[config.mk]
export PLATFORM = sky130hd
export DESIGN_NAME = rgb_to_nv12_converter_flat
export DESIGN_NICKNAME = d
export VERILOG_FILES = /design/src/sv/r2n_pkg.sv /design/src/sv/r2n_if.sv /design/src/sv/r2n_pos.sv /design/src/sv/r2n_csc.sv /design/src/sv/rgb_to_nv12_converter.sv /design/src/flat_wrapper.sv
export VERILOG_INCLUDE_DIRS = /design/src /design/src/sv
export SDC_FILE = /design/constraint.sdc
export NUM_CORES = 1
export LEC_CHECK = 0
export BUFFER_PORTS_ARGS = -buffer_cell sky130_fd_sc_hd__buf_4
export CAP_MARGIN = 15
export CORE_MARGIN = 10
export CORE_UTILIZATION = 30
export DETAILED_ROUTE_END_ITERATION = 8
export GPL_ROUTABILITY_DRIVEN = 0
export PLACE_DENSITY = 0.44
export SETUP_SLACK_MARGIN = 0.4
export SKIP_CTS_REPAIR_TIMING = 1
export SLEW_MARGIN = 20
export SYNTH_ARGS = -nofsm -noshare
export SYNTH_HDL_FRONTEND = slang
export SYNTH_HIERARCHICAL = 1
export SYNTH_SLANG_ARGS = --single-unit
[constraint.sdc]
create_clock -name clk -period 8.18 [get_ports clk]
set_input_delay 1.636 -clock clk [delete_from_list [all_inputs] [get_ports clk]]
set_output_delay 1.636 -clock clk [all_outputs]
set_load 0.01 [all_outputs]
[src/sv/rgb_to_nv12_converter_defines.svh]
// Assertion macros, clocked on clk; rst disables the checked form.
`ifndef RGB_TO_NV12_CONVERTER_DEFINES_SVH
`define RGB_TO_NV12_CONVERTER_DEFINES_SVH

`ifndef SYNTH
`define R2N_ASSERT(lbl, prop, msg) \
  lbl: assert property (@(posedge clk) disable iff (rst) (prop)) else $error(msg);
`define R2N_ASSERT_RST(lbl, prop, msg) \
  lbl: assert property (@(posedge clk) (prop)) else $error(msg);
`else
`define R2N_ASSERT(lbl, prop, msg)
`define R2N_ASSERT_RST(lbl, prop, msg)
`endif

`endif

[src/sv/r2n_pkg.sv]
`timescale 1ns / 1ps

package r2n_pkg;

  localparam int MAX_WIDTH  = 4096;
  localparam int MAX_HEIGHT = 4096;

  localparam int PIX_W      = 8;
  localparam int CFG_DATA_W = 13;
  localparam int CFG_INDEX_W = 1;
  localparam int COL_W      = $clog2(MAX_WIDTH);
  localparam int ROW_W      = $clog2(MAX_HEIGHT);
  localparam int SUM_W      = 18;

  localparam logic [CFG_DATA_W-1:0] WIDTH_RESET  = CFG_DATA_W'(1920);
  localparam logic [CFG_DATA_W-1:0] HEIGHT_RESET = CFG_DATA_W'(1080);
  localparam logic [CFG_DATA_W-1:0] WIDTH_MAX    = CFG_DATA_W'(MAX_WIDTH);
  localparam logic [CFG_DATA_W-1:0] HEIGHT_MAX   = CFG_DATA_W'(MAX_HEIGHT);

  localparam logic signed [SUM_W-1:0] COEF_Y_R  = 18'sd66;
  localparam logic signed [SUM_W-1:0] COEF_Y_G  = 18'sd129;
  localparam logic signed [SUM_W-1:0] COEF_Y_B  = 18'sd25;
  localparam logic signed [SUM_W-1:0] COEF_CB_R = -18'sd38;
  localparam logic signed [SUM_W-1:0] COEF_CB_G = -18'sd74;
  localparam logic signed [SUM_W-1:0] COEF_CB_B = 18'sd112;
  localparam logic signed [SUM_W-1:0] COEF_CR_R = 18'sd112;
  localparam logic signed [SUM_W-1:0] COEF_CR_G = -18'sd94;
  localparam logic signed [SUM_W-1:0] COEF_CR_B = -18'sd18;
  localparam logic signed [SUM_W-1:0] ROUND     = 18'sd128;
  localparam logic [PIX_W-1:0]        LUMA_BIAS   = 8'd16;
  localparam logic [PIX_W-1:0]        CHROMA_BIAS = 8'd128;

  typedef enum logic [CFG_INDEX_W-1:0] {
    REG_IMAGE_WIDTH  = 1'b0,
    REG_IMAGE_HEIGHT = 1'b1
  } cfg_reg_t;

  typedef struct packed {
    logic chroma_valid;
    logic frame_end;
  } pos_flags_t;

  typedef struct packed {
    logic [PIX_W-1:0] luma;
    logic [PIX_W-1:0] chroma_blue;
    logic [PIX_W-1:0] chroma_red;
  } ycc_t;

endpackage

[src/sv/r2n_if.sv]
`timescale 1ns / 1ps

interface r2n_pixel_if
  import r2n_pkg::*;
  ();
  logic             valid;
  logic             ready;
  logic [PIX_W-1:0] blue;
  logic [PIX_W-1:0] green;
  logic [PIX_W-1:0] red;

  modport source (output valid, blue, green, red, input ready);
  modport sink   (input valid, blue, green, red, output ready);
endinterface

interface r2n_ycc_if
  import r2n_pkg::*;
  ();
  logic             valid;
  logic             ready;
  logic [PIX_W-1:0] luma;
  logic             chroma_valid;
  logic [PIX_W-1:0] chroma_blue;
  logic [PIX_W-1:0] chroma_red;
  logic             frame_end;

  modport source (output valid, luma, chroma_valid, chroma_blue, chroma_red, frame_end,
                  input ready);
  modport sink   (input valid, luma, chroma_valid, chroma_blue, chroma_red, frame_end,
                  output ready);
endinterface

interface r2n_cfg_if
  import r2n_pkg::*;
  ();
  logic                   valid;
  logic                   ready;
  logic [CFG_INDEX_W-1:0] index;
  logic [CFG_DATA_W-1:0]  data;

  modport source (output valid, index, data, input ready);
  modport sink   (input valid, index, data, output ready);
endinterface

[src/sv/r2n_pos.sv]
`timescale 1ns / 1ps

module r2n_pos
  import r2n_pkg::*;
(
  input  logic                  clk,
  input  logic                  rst,
  input  logic                  advance,
  input  logic [CFG_DATA_W-1:0] image_width,
  input  logic [CFG_DATA_W-1:0] image_height,
  output pos_flags_t            flags
);

  logic [COL_W-1:0]      column_count;
  logic [ROW_W-1:0]      row_count;
  logic [COL_W-1:0]      column_count_next;
  logic [ROW_W-1:0]      row_count_next;
  logic [CFG_DATA_W-1:0] width_eff;
  logic [CFG_DATA_W-1:0] height_eff;
  logic                  last_col;
  logic                  last_row;

  always_comb begin
    width_eff  = (image_width == '0 || image_width > WIDTH_MAX) ? WIDTH_MAX : image_width;
    height_eff = (image_height == '0 || image_height > HEIGHT_MAX) ? HEIGHT_MAX : image_height;
    last_col   = CFG_DATA_W'(column_count) >= (width_eff - CFG_DATA_W'(1));
    last_row   = CFG_DATA_W'(row_count) >= (height_eff - CFG_DATA_W'(1));

    flags.chroma_valid = !column_count[0] && !row_count[0];
    flags.frame_end    = last_col && last_row;

    column_count_next = column_count;
    row_count_next    = row_count;
    if (advance) begin
      if (last_col) begin
        column_count_next = '0;
        row_count_next    = last_row ? '0 : row_count + ROW_W'(1);
      end else begin
        column_count_next = column_count + COL_W'(1);
      end
    end
  end

  always_ff @(posedge clk) begin
    if (rst) begin
      column_count <= '0;
      row_count    <= '0;
    end else begin
      column_count <= column_count_next;
      row_count    <= row_count_next;
    end
  end

endmodule

[src/sv/r2n_csc.sv]
`timescale 1ns / 1ps

module r2n_csc
  import r2n_pkg::*;
(
  input  logic [PIX_W-1:0] blue,
  input  logic [PIX_W-1:0] green,
  input  logic [PIX_W-1:0] red,
  input  logic             chroma_en,
  output ycc_t             ycc
);

  logic signed [SUM_W-1:0] bs;
  logic signed [SUM_W-1:0] gs;
  logic signed [SUM_W-1:0] rs;
  logic signed [SUM_W-1:0] y_sum;
  logic signed [SUM_W-1:0] cb_sum;
  logic signed [SUM_W-1:0] cr_sum;

  always_comb begin
    bs = signed'({{(SUM_W-PIX_W){1'b0}}, blue});
    gs = signed'({{(SUM_W-PIX_W){1'b0}}, green});
    rs = signed'({{(SUM_W-PIX_W){1'b0}}, red});

    y_sum  = COEF_Y_R * rs + COEF_Y_G * gs + COEF_Y_B * bs + ROUND;
    cb_sum = COEF_CB_R * rs + COEF_CB_G * gs + COEF_CB_B * bs + ROUND;
    cr_sum = COEF_CR_R * rs + COEF_CR_G * gs + COEF_CR_B * bs + ROUND;

    // bits [15:8] are floor(sum / 256) modulo 256
    ycc.luma        = y_sum[15:8] + LUMA_BIAS;
    ycc.chroma_blue = chroma_en ? cb_sum[15:8] + CHROMA_BIAS : '0;
    ycc.chroma_red  = chroma_en ? cr_sum[15:8] + CHROMA_BIAS : '0;
  end

endmodule

[src/sv/rgb_to_nv12_converter.sv]
`timescale 1ns / 1ps
// Channel   Direction  Payload                                         Transfer
// pixel     in         blue, green, red (8b each)                      valid & ready
// result    out        luma, chroma_valid, chroma_blue, chroma_red,    valid & ready
//                      frame_end
// cfg       in         index (0 width, 1 height), data (13b)           valid & ready
//
// Two register stages: input register, then result register. One pixel per cycle
// sustained while result is not stalled. cfg is always ready.
// Reset (rst, synchronous) empties both stages, zeroes the position counters and
// loads width 1920, height 1080.
// A stall on result backs up stage by stage; pixel.ready drops only when both
// stages hold a pixel.

`include "rgb_to_nv12_converter_defines.svh"

module rgb_to_nv12_converter
  import r2n_pkg::*;
(
  input  logic       clk,
  input  logic       rst,
  r2n_pixel_if.sink  pixel,
  r2n_ycc_if.source  result,
  r2n_cfg_if.sink    cfg
);

  logic [CFG_DATA_W-1:0] image_width;
  logic [CFG_DATA_W-1:0] image_height;

  logic             s1_valid;
  logic [PIX_W-1:0] s1_blue;
  logic [PIX_W-1:0] s1_green;
  logic [PIX_W-1:0] s1_red;
  pos_flags_t       s1_flags;

  logic             s2_valid;
  ycc_t             s2_ycc;
  pos_flags_t       s2_flags;

  logic             s1_ready;
  logic             s2_ready;
  logic             take_in;
  logic             take_s1;
  pos_flags_t       pos_flags;
  ycc_t             ycc;

  assign cfg.ready = 1'b1;

  always_ff @(posedge clk) begin
    if (rst) begin
      image_width  <= WIDTH_RESET;
      image_height <= HEIGHT_RESET;
    end else if (cfg.valid) begin
      unique case (cfg_reg_t'(cfg.index))
        REG_IMAGE_WIDTH:  image_width  <= cfg.data;
        REG_IMAGE_HEIGHT: image_height <= cfg.data;
        default: ;
      endcase
    end
  end

  assign s2_ready    = !s2_valid || result.ready;
  assign s1_ready    = !s1_valid || s2_ready;
  assign pixel.ready = s1_ready;
  assign take_in     = pixel.valid && s1_ready;
  assign take_s1     = s1_valid && s2_ready;

  r2n_pos u_pos (
    .clk          (clk),
    .rst          (rst),
    .advance      (take_in),
    .image_width  (image_width),
    .image_height (image_height),
    .flags        (pos_flags)
  );

  r2n_csc u_csc (
    .blue      (s1_blue),
    .green     (s1_green),
    .red       (s1_red),
    .chroma_en (s1_flags.chroma_valid),
    .ycc       (ycc)
  );

  always_ff @(posedge clk) begin
    if (rst) begin
      s1_valid <= 1'b0;
      s2_valid <= 1'b0;
    end else begin
      if (s1_ready) s1_valid <= pixel.valid;
      if (s2_ready) s2_valid <= s1_valid;
    end
  end

  always_ff @(posedge clk) begin
    if (take_in) begin
      s1_blue  <= pixel.blue;
      s1_green <= pixel.green;
      s1_red   <= pixel.red;
      s1_flags <= pos_flags;
    end
    if (take_s1) begin
      s2_ycc   <= ycc;
      s2_flags <= s1_flags;
    end
  end

  assign result.valid        = s2_valid;
  assign result.luma         = s2_ycc.luma;
  assign result.chroma_valid = s2_flags.chroma_valid;
  assign result.chroma_blue  = s2_ycc.chroma_blue;
  assign result.chroma_red   = s2_ycc.chroma_red;
  assign result.frame_end    = s2_flags.frame_end;

  `R2N_ASSERT(a_no_chroma_zero, result.valid && !result.chroma_valid |-> result.chroma_blue == 8'd0 && result.chroma_red == 8'd0, "chroma not zero on a pixel without chroma")
  `R2N_ASSERT(a_luma_range, result.valid |-> result.luma >= 8'd16 && result.luma <= 8'd235, "luma out of studio range")
  `R2N_ASSERT(a_s1_hold, s1_valid && !s2_ready |=> s1_valid && $stable(s1_blue) && $stable(s1_flags), "input stage lost a pixel under stall")
  `R2N_ASSERT_RST(a_reset_empty, rst |=> !result.valid && !s1_valid, "pipeline not empty after reset")

endmodule
[src/flat_wrapper.sv]
// flat-port wrapper written by rule: the top's interface ports become plain ports
module rgb_to_nv12_converter_flat import r2n_pkg::*;
  (clk, rst, pixel_valid, pixel_blue, pixel_green, pixel_red, pixel_ready, result_valid, result_luma, result_chroma_valid, result_chroma_blue, result_chroma_red, result_frame_end, result_ready, cfg_valid, cfg_index, cfg_data, cfg_ready);
  r2n_pixel_if pixel_i ();
  r2n_ycc_if result_i ();
  r2n_cfg_if cfg_i ();
  input  logic clk;
  input  logic rst;
  input wire logic [$bits(pixel_i.valid)-1:0] pixel_valid;
  input wire logic [$bits(pixel_i.blue)-1:0] pixel_blue;
  input wire logic [$bits(pixel_i.green)-1:0] pixel_green;
  input wire logic [$bits(pixel_i.red)-1:0] pixel_red;
  output wire logic [$bits(pixel_i.ready)-1:0] pixel_ready;
  output wire logic [$bits(result_i.valid)-1:0] result_valid;
  output wire logic [$bits(result_i.luma)-1:0] result_luma;
  output wire logic [$bits(result_i.chroma_valid)-1:0] result_chroma_valid;
  output wire logic [$bits(result_i.chroma_blue)-1:0] result_chroma_blue;
  output wire logic [$bits(result_i.chroma_red)-1:0] result_chroma_red;
  output wire logic [$bits(result_i.frame_end)-1:0] result_frame_end;
  input wire logic [$bits(result_i.ready)-1:0] result_ready;
  input wire logic [$bits(cfg_i.valid)-1:0] cfg_valid;
  input wire logic [$bits(cfg_i.index)-1:0] cfg_index;
  input wire logic [$bits(cfg_i.data)-1:0] cfg_data;
  output wire logic [$bits(cfg_i.ready)-1:0] cfg_ready;
  assign pixel_i.valid = pixel_valid;
  assign pixel_i.blue = pixel_blue;
  assign pixel_i.green = pixel_green;
  assign pixel_i.red = pixel_red;
  assign pixel_ready = pixel_i.ready;
  assign result_valid = result_i.valid;
  assign result_luma = result_i.luma;
  assign result_chroma_valid = result_i.chroma_valid;
  assign result_chroma_blue = result_i.chroma_blue;
  assign result_chroma_red = result_i.chroma_red;
  assign result_frame_end = result_i.frame_end;
  assign result_i.ready = result_ready;
  assign cfg_i.valid = cfg_valid;
  assign cfg_i.index = cfg_index;
  assign cfg_i.data = cfg_data;
  assign cfg_ready = cfg_i.ready;
  rgb_to_nv12_converter u_core (.clk(clk), .rst(rst), .pixel(pixel_i), .result(result_i), .cfg(cfg_i));
endmodule
==> flow_summary_export.csv <==
group,metric,value,unit
logic_synthesis,synth_top_cell_area_share,27.3,%
floorplanning,core,0.0463,sq mm
logic_synthesis,synth_fa_ha_area_share,42.5,%
clocking,cts_root_buf,"clkbuf_16",
worst_setup_path,r2r_cells,25,
logic_synthesis,synth-compound-area-share,12.6,%
drt,detailedRoute.firstIterationViolations,411,
power_and_ir_drop,leakage,7.35,nW
drt,vias_per_cell,4.70,
logic_synthesis,ys.flop_type,"edfxtp_1",
global_route,grt_usage,12.5,%
logic_synthesis,async_flop_share,0,%
logic_synthesis,ys_ff_latch,104,
worst_setup_path,cp.arrival,6.98,ns
floorplanning,die_area,0.0556,sq mm
global_route,antenna_found_initial,0,
worst_setup_path,r2r_start,"u_core/s1_green[2]",
global_route,grt_max_degree,69,
logic_synthesis,synth.area.top_cells,"ha_1 27%, fa_1 15%, edfxtp_1 11%, dfxtp_1 7.5%, inv_1 6.2%",
clocking,cts_buffer_depth,2,
clocking,htree_num_levels,3,
drt,wl_per_cell,16.4,um
clocking,clock-sinks,104,
placed_design,io_buffer_count,70,
cells_and_area,final_layout_size_suffix_gt1_share,8.82,%
clocking,cts_tree,"built",
floorplanning,io_pins,72,
placed_design,dpl_worst_slack,1.32,ns
power_and_ir_drop,max-vdd-ir-drop,0.373,mV
logic_synthesis,ys_seq_area_share,18.6,%
worst_setup_path,cp-start-kind,"register",
sta,tns,0,ns
worst_setup_path,worst_setup_path_end_kind,"register",
sta,rsz0062_at_grt,"no",
cells_and_area,fillers,4801,
sta,setup_ws,1.44,ns
cells_and_area,seq_area,0.00260,sq mm
logic_synthesis,synth.avg_cell_area,9.83,sq um
logic_synthesis,synthMuxAreaShare,1.37,%
sta,hold_viol,0,
logic_synthesis,ys_warn_count,6,
logic_synthesis,ys_types,88,
logic_synthesis,yosys.area_share.simple,11.9,%
logic_synthesis,syn_area,0.0140,sq mm
worst_setup_path,path_class,"register to register",
hold_path,hold_depth,2,
logic_synthesis,synth_edf_count,52,
power_and_ir_drop,p_per_area,402,mW/mm^2
worst_setup_path,rrSetupSlack,1.44,ns
logic_synthesis,synth_top_family_by_area,"adder cells",
clocking,cts_made_buffers,9,
placed_design,hpwlAfterDp,28000,um
worst_setup_path,reg2reg_to,"u_core/result.chroma_blue[7]",
cells_and_area,syn_to_final_growth,10.5,%
logic_synthesis,synth_cells,1421,
sta,slew_viol_final,0,
clocking,clk_latency,0.40,ns
sta,fmax,148,MHz
drt,postRouteAntennaNets,0,
sta,period_needed,6.74,ns
outcome,outcome,"completed",
cells_and_area,final_area,0.0154,sq mm
cells_and_area,mostFrequentLayoutCells,"305 x ha_1, 231 x inv_1, 106 x fa_1",
logic_synthesis,synth_largest_area_cell,"ha_1",
worst_setup_path,crit_start,"u_core/s1_green[2]",
sta,setup_viol,0,
logic_synthesis,synth.net_count,1875,
floorplanning,rows,79,
drt,vias,9842,
cells_and_area,multi_input_area,0.0103,sq mm
hold_path,hold_class,"register to register",
worst_setup_path,cp-endpoint,"u_core/result.chroma_blue[7]",
sta,slew_headroom,37.4,%
global_route,grt_pass1_vias,10200,
sta,fin_crit_sh,82.4,%
clocking,cts.reportedPaths.clkPinSlew,0.10,ns
cells_and_area,layout_commonest_cell,"ha_1",
worst_setup_path,path_max_fanout,8,
drt,drt_drc_violations_left,0,
floorplanning,fp.dieH,236,um
worst_setup_path,cp.required,8.42,ns
job,maxCapViolCount,0,
sta,clock_skew,0.0191,ns
placed_design,placed_area,0.0151,sq mm
global_route,grt_overflow,0,
floorplanning,die_w,236,um
floorplanning,initial_utilization,30.2,%
sta,worst_pin_slew,0.939,ns
logic_synthesis,synth-xor-area-share,5.39,%
drt,dr.pass1.iters,5,
drt,finalWirelength,34300,um
cells_and_area,finalNetCount,1934,
global_route,grt_pass1_wl,55600,um
-- state kept, by name, indices dropped and copies added, names as in the netlist, 12 cells and up --
name / count
u_core/image_width: 13
u_core/u_pos/row_count: 12
u_core/u_pos/column_count: 12
u_core/image_height: 13
-- worst min-delay path by stage --
stage                        from                       to
5_1_grt           u_core/s1_valid      u_core/result.valid
4_1_cts           u_core/s1_valid      u_core/result.valid
3_3_place_gp      u_core/s1_valid      u_core/result.valid
6_report          u_core/s1_valid      u_core/result.valid
2_1_floorplan  u_core/s1_flags[0]  u_core/result.frame_end
3_5_place_dp      u_core/s1_valid      u_core/result.valid
-- worst max-delay path, stage by stage (launching register included) --
cell	delay [ns]
edfxtp_1	0.62
inv_1	0.09
ha_1	0.37
inv_1	0.06
ha_1	0.27
inv_1	0.05
fa_1	0.52
inv_1	0.05
fa_1	0.47
ha_1	0.34
nor2b_1	0.14
o21ai_0	0.23
a21oi_1	0.12
o21ai_0	0.23
a21oi_1	0.14
o21a_1	0.22
o311ai_0	0.54
fa_1	0.51
ha_1	0.21
xor2_1	0.15
xnor2_1	0.19
or4_1	0.43
o311a_1	0.12
o211ai_1	0.12
xor2_1	0.21
mux2i_1	0.19
-- through the flow --
| step | instances | hold slack [ns] | utilization (%) | power, W |
|---|---|---|---|---|
| final | 2093 | 0.472 | 33.4 | 0.00620 |
| after global routing | 2092 | 0.501 | 33.4 | 0.00706 |
| after CTS | 2092 | 0.474 | 33.3 | 0.00637 |
| after detailed placement | 2076 | 0.454 | 32.7 | 0.00581 |
| after global placement | 2076 | 0.442 | 32.7 | 0.00577 |
| after floorplan | 1421 | 0.400 | - | 0.00462 |
-- routing by layer --
| metal | track usage [%] | wire, um |
|---|---|---|
| met1 | 16.7 | 16900 |
| met2 | 20.5 | 16100 |
| met3 | 2.15 | 923 |
| met4 | 3.09 | 397 |
| met5 | 0 | 0 |
-- cell type report --
class,instances,share of cell area [%]
diodes,1,0.0162
clock buffers,9,1.46
clock inverters,7,0.624
inverters,232,5.64
multi-input cells,1058,66.8
flip-flops and latches,104,16.9
well taps,607,4.92
repair buffers,75,3.65
-- cells by family (layout without fill, tap and decap cells) --
family	count (synthesis)	after routing
AO/OA/AOI/OAI	246	246
XOR/XNOR	86	86
adder cells (fa/ha/maj)	411	411
buffers and inverters	259	323
flip-flops	104	104
multiplexers	19	19
other	1	2
AND/OR/NAND/NOR	295	295
-- cells in the mapped netlist (5+ instances only) --
master    instances
nor4_1            5
a21oi_1          60
clkbuf_1         12
o211ai_2          7
nand2_1          36
o21a_1           11
nand2b_1         42
nor3_1           28
ha_1            305
clkbuf_8          5
fa_1            106
and3_1           12
a21o_1           18
inv_1           231
edfxtp_1         52
xor2_1           28
nor2_1           60
a211oi_1          7
dfxtp_1          52
a32o_1           11
nor2b_1          23
xnor2_1          58
a211o_1           5
nand3_1          24
nand4_1           8
o31ai_1           5
o21bai_1         15
mux2i_1          18
o22ai_1           5
and2_1            8
nor3b_1          14
o21ai_0          46
o211ai_1         11
-- power breakdown --
group          switching [W]  leakage (nW)  internal (W)
registers          0.0000636         0.923      0.000818
logic                0.00266          6.27       0.00216
clock network       0.000267         0.157      0.000229
Power figures use the tool's default switching activity.
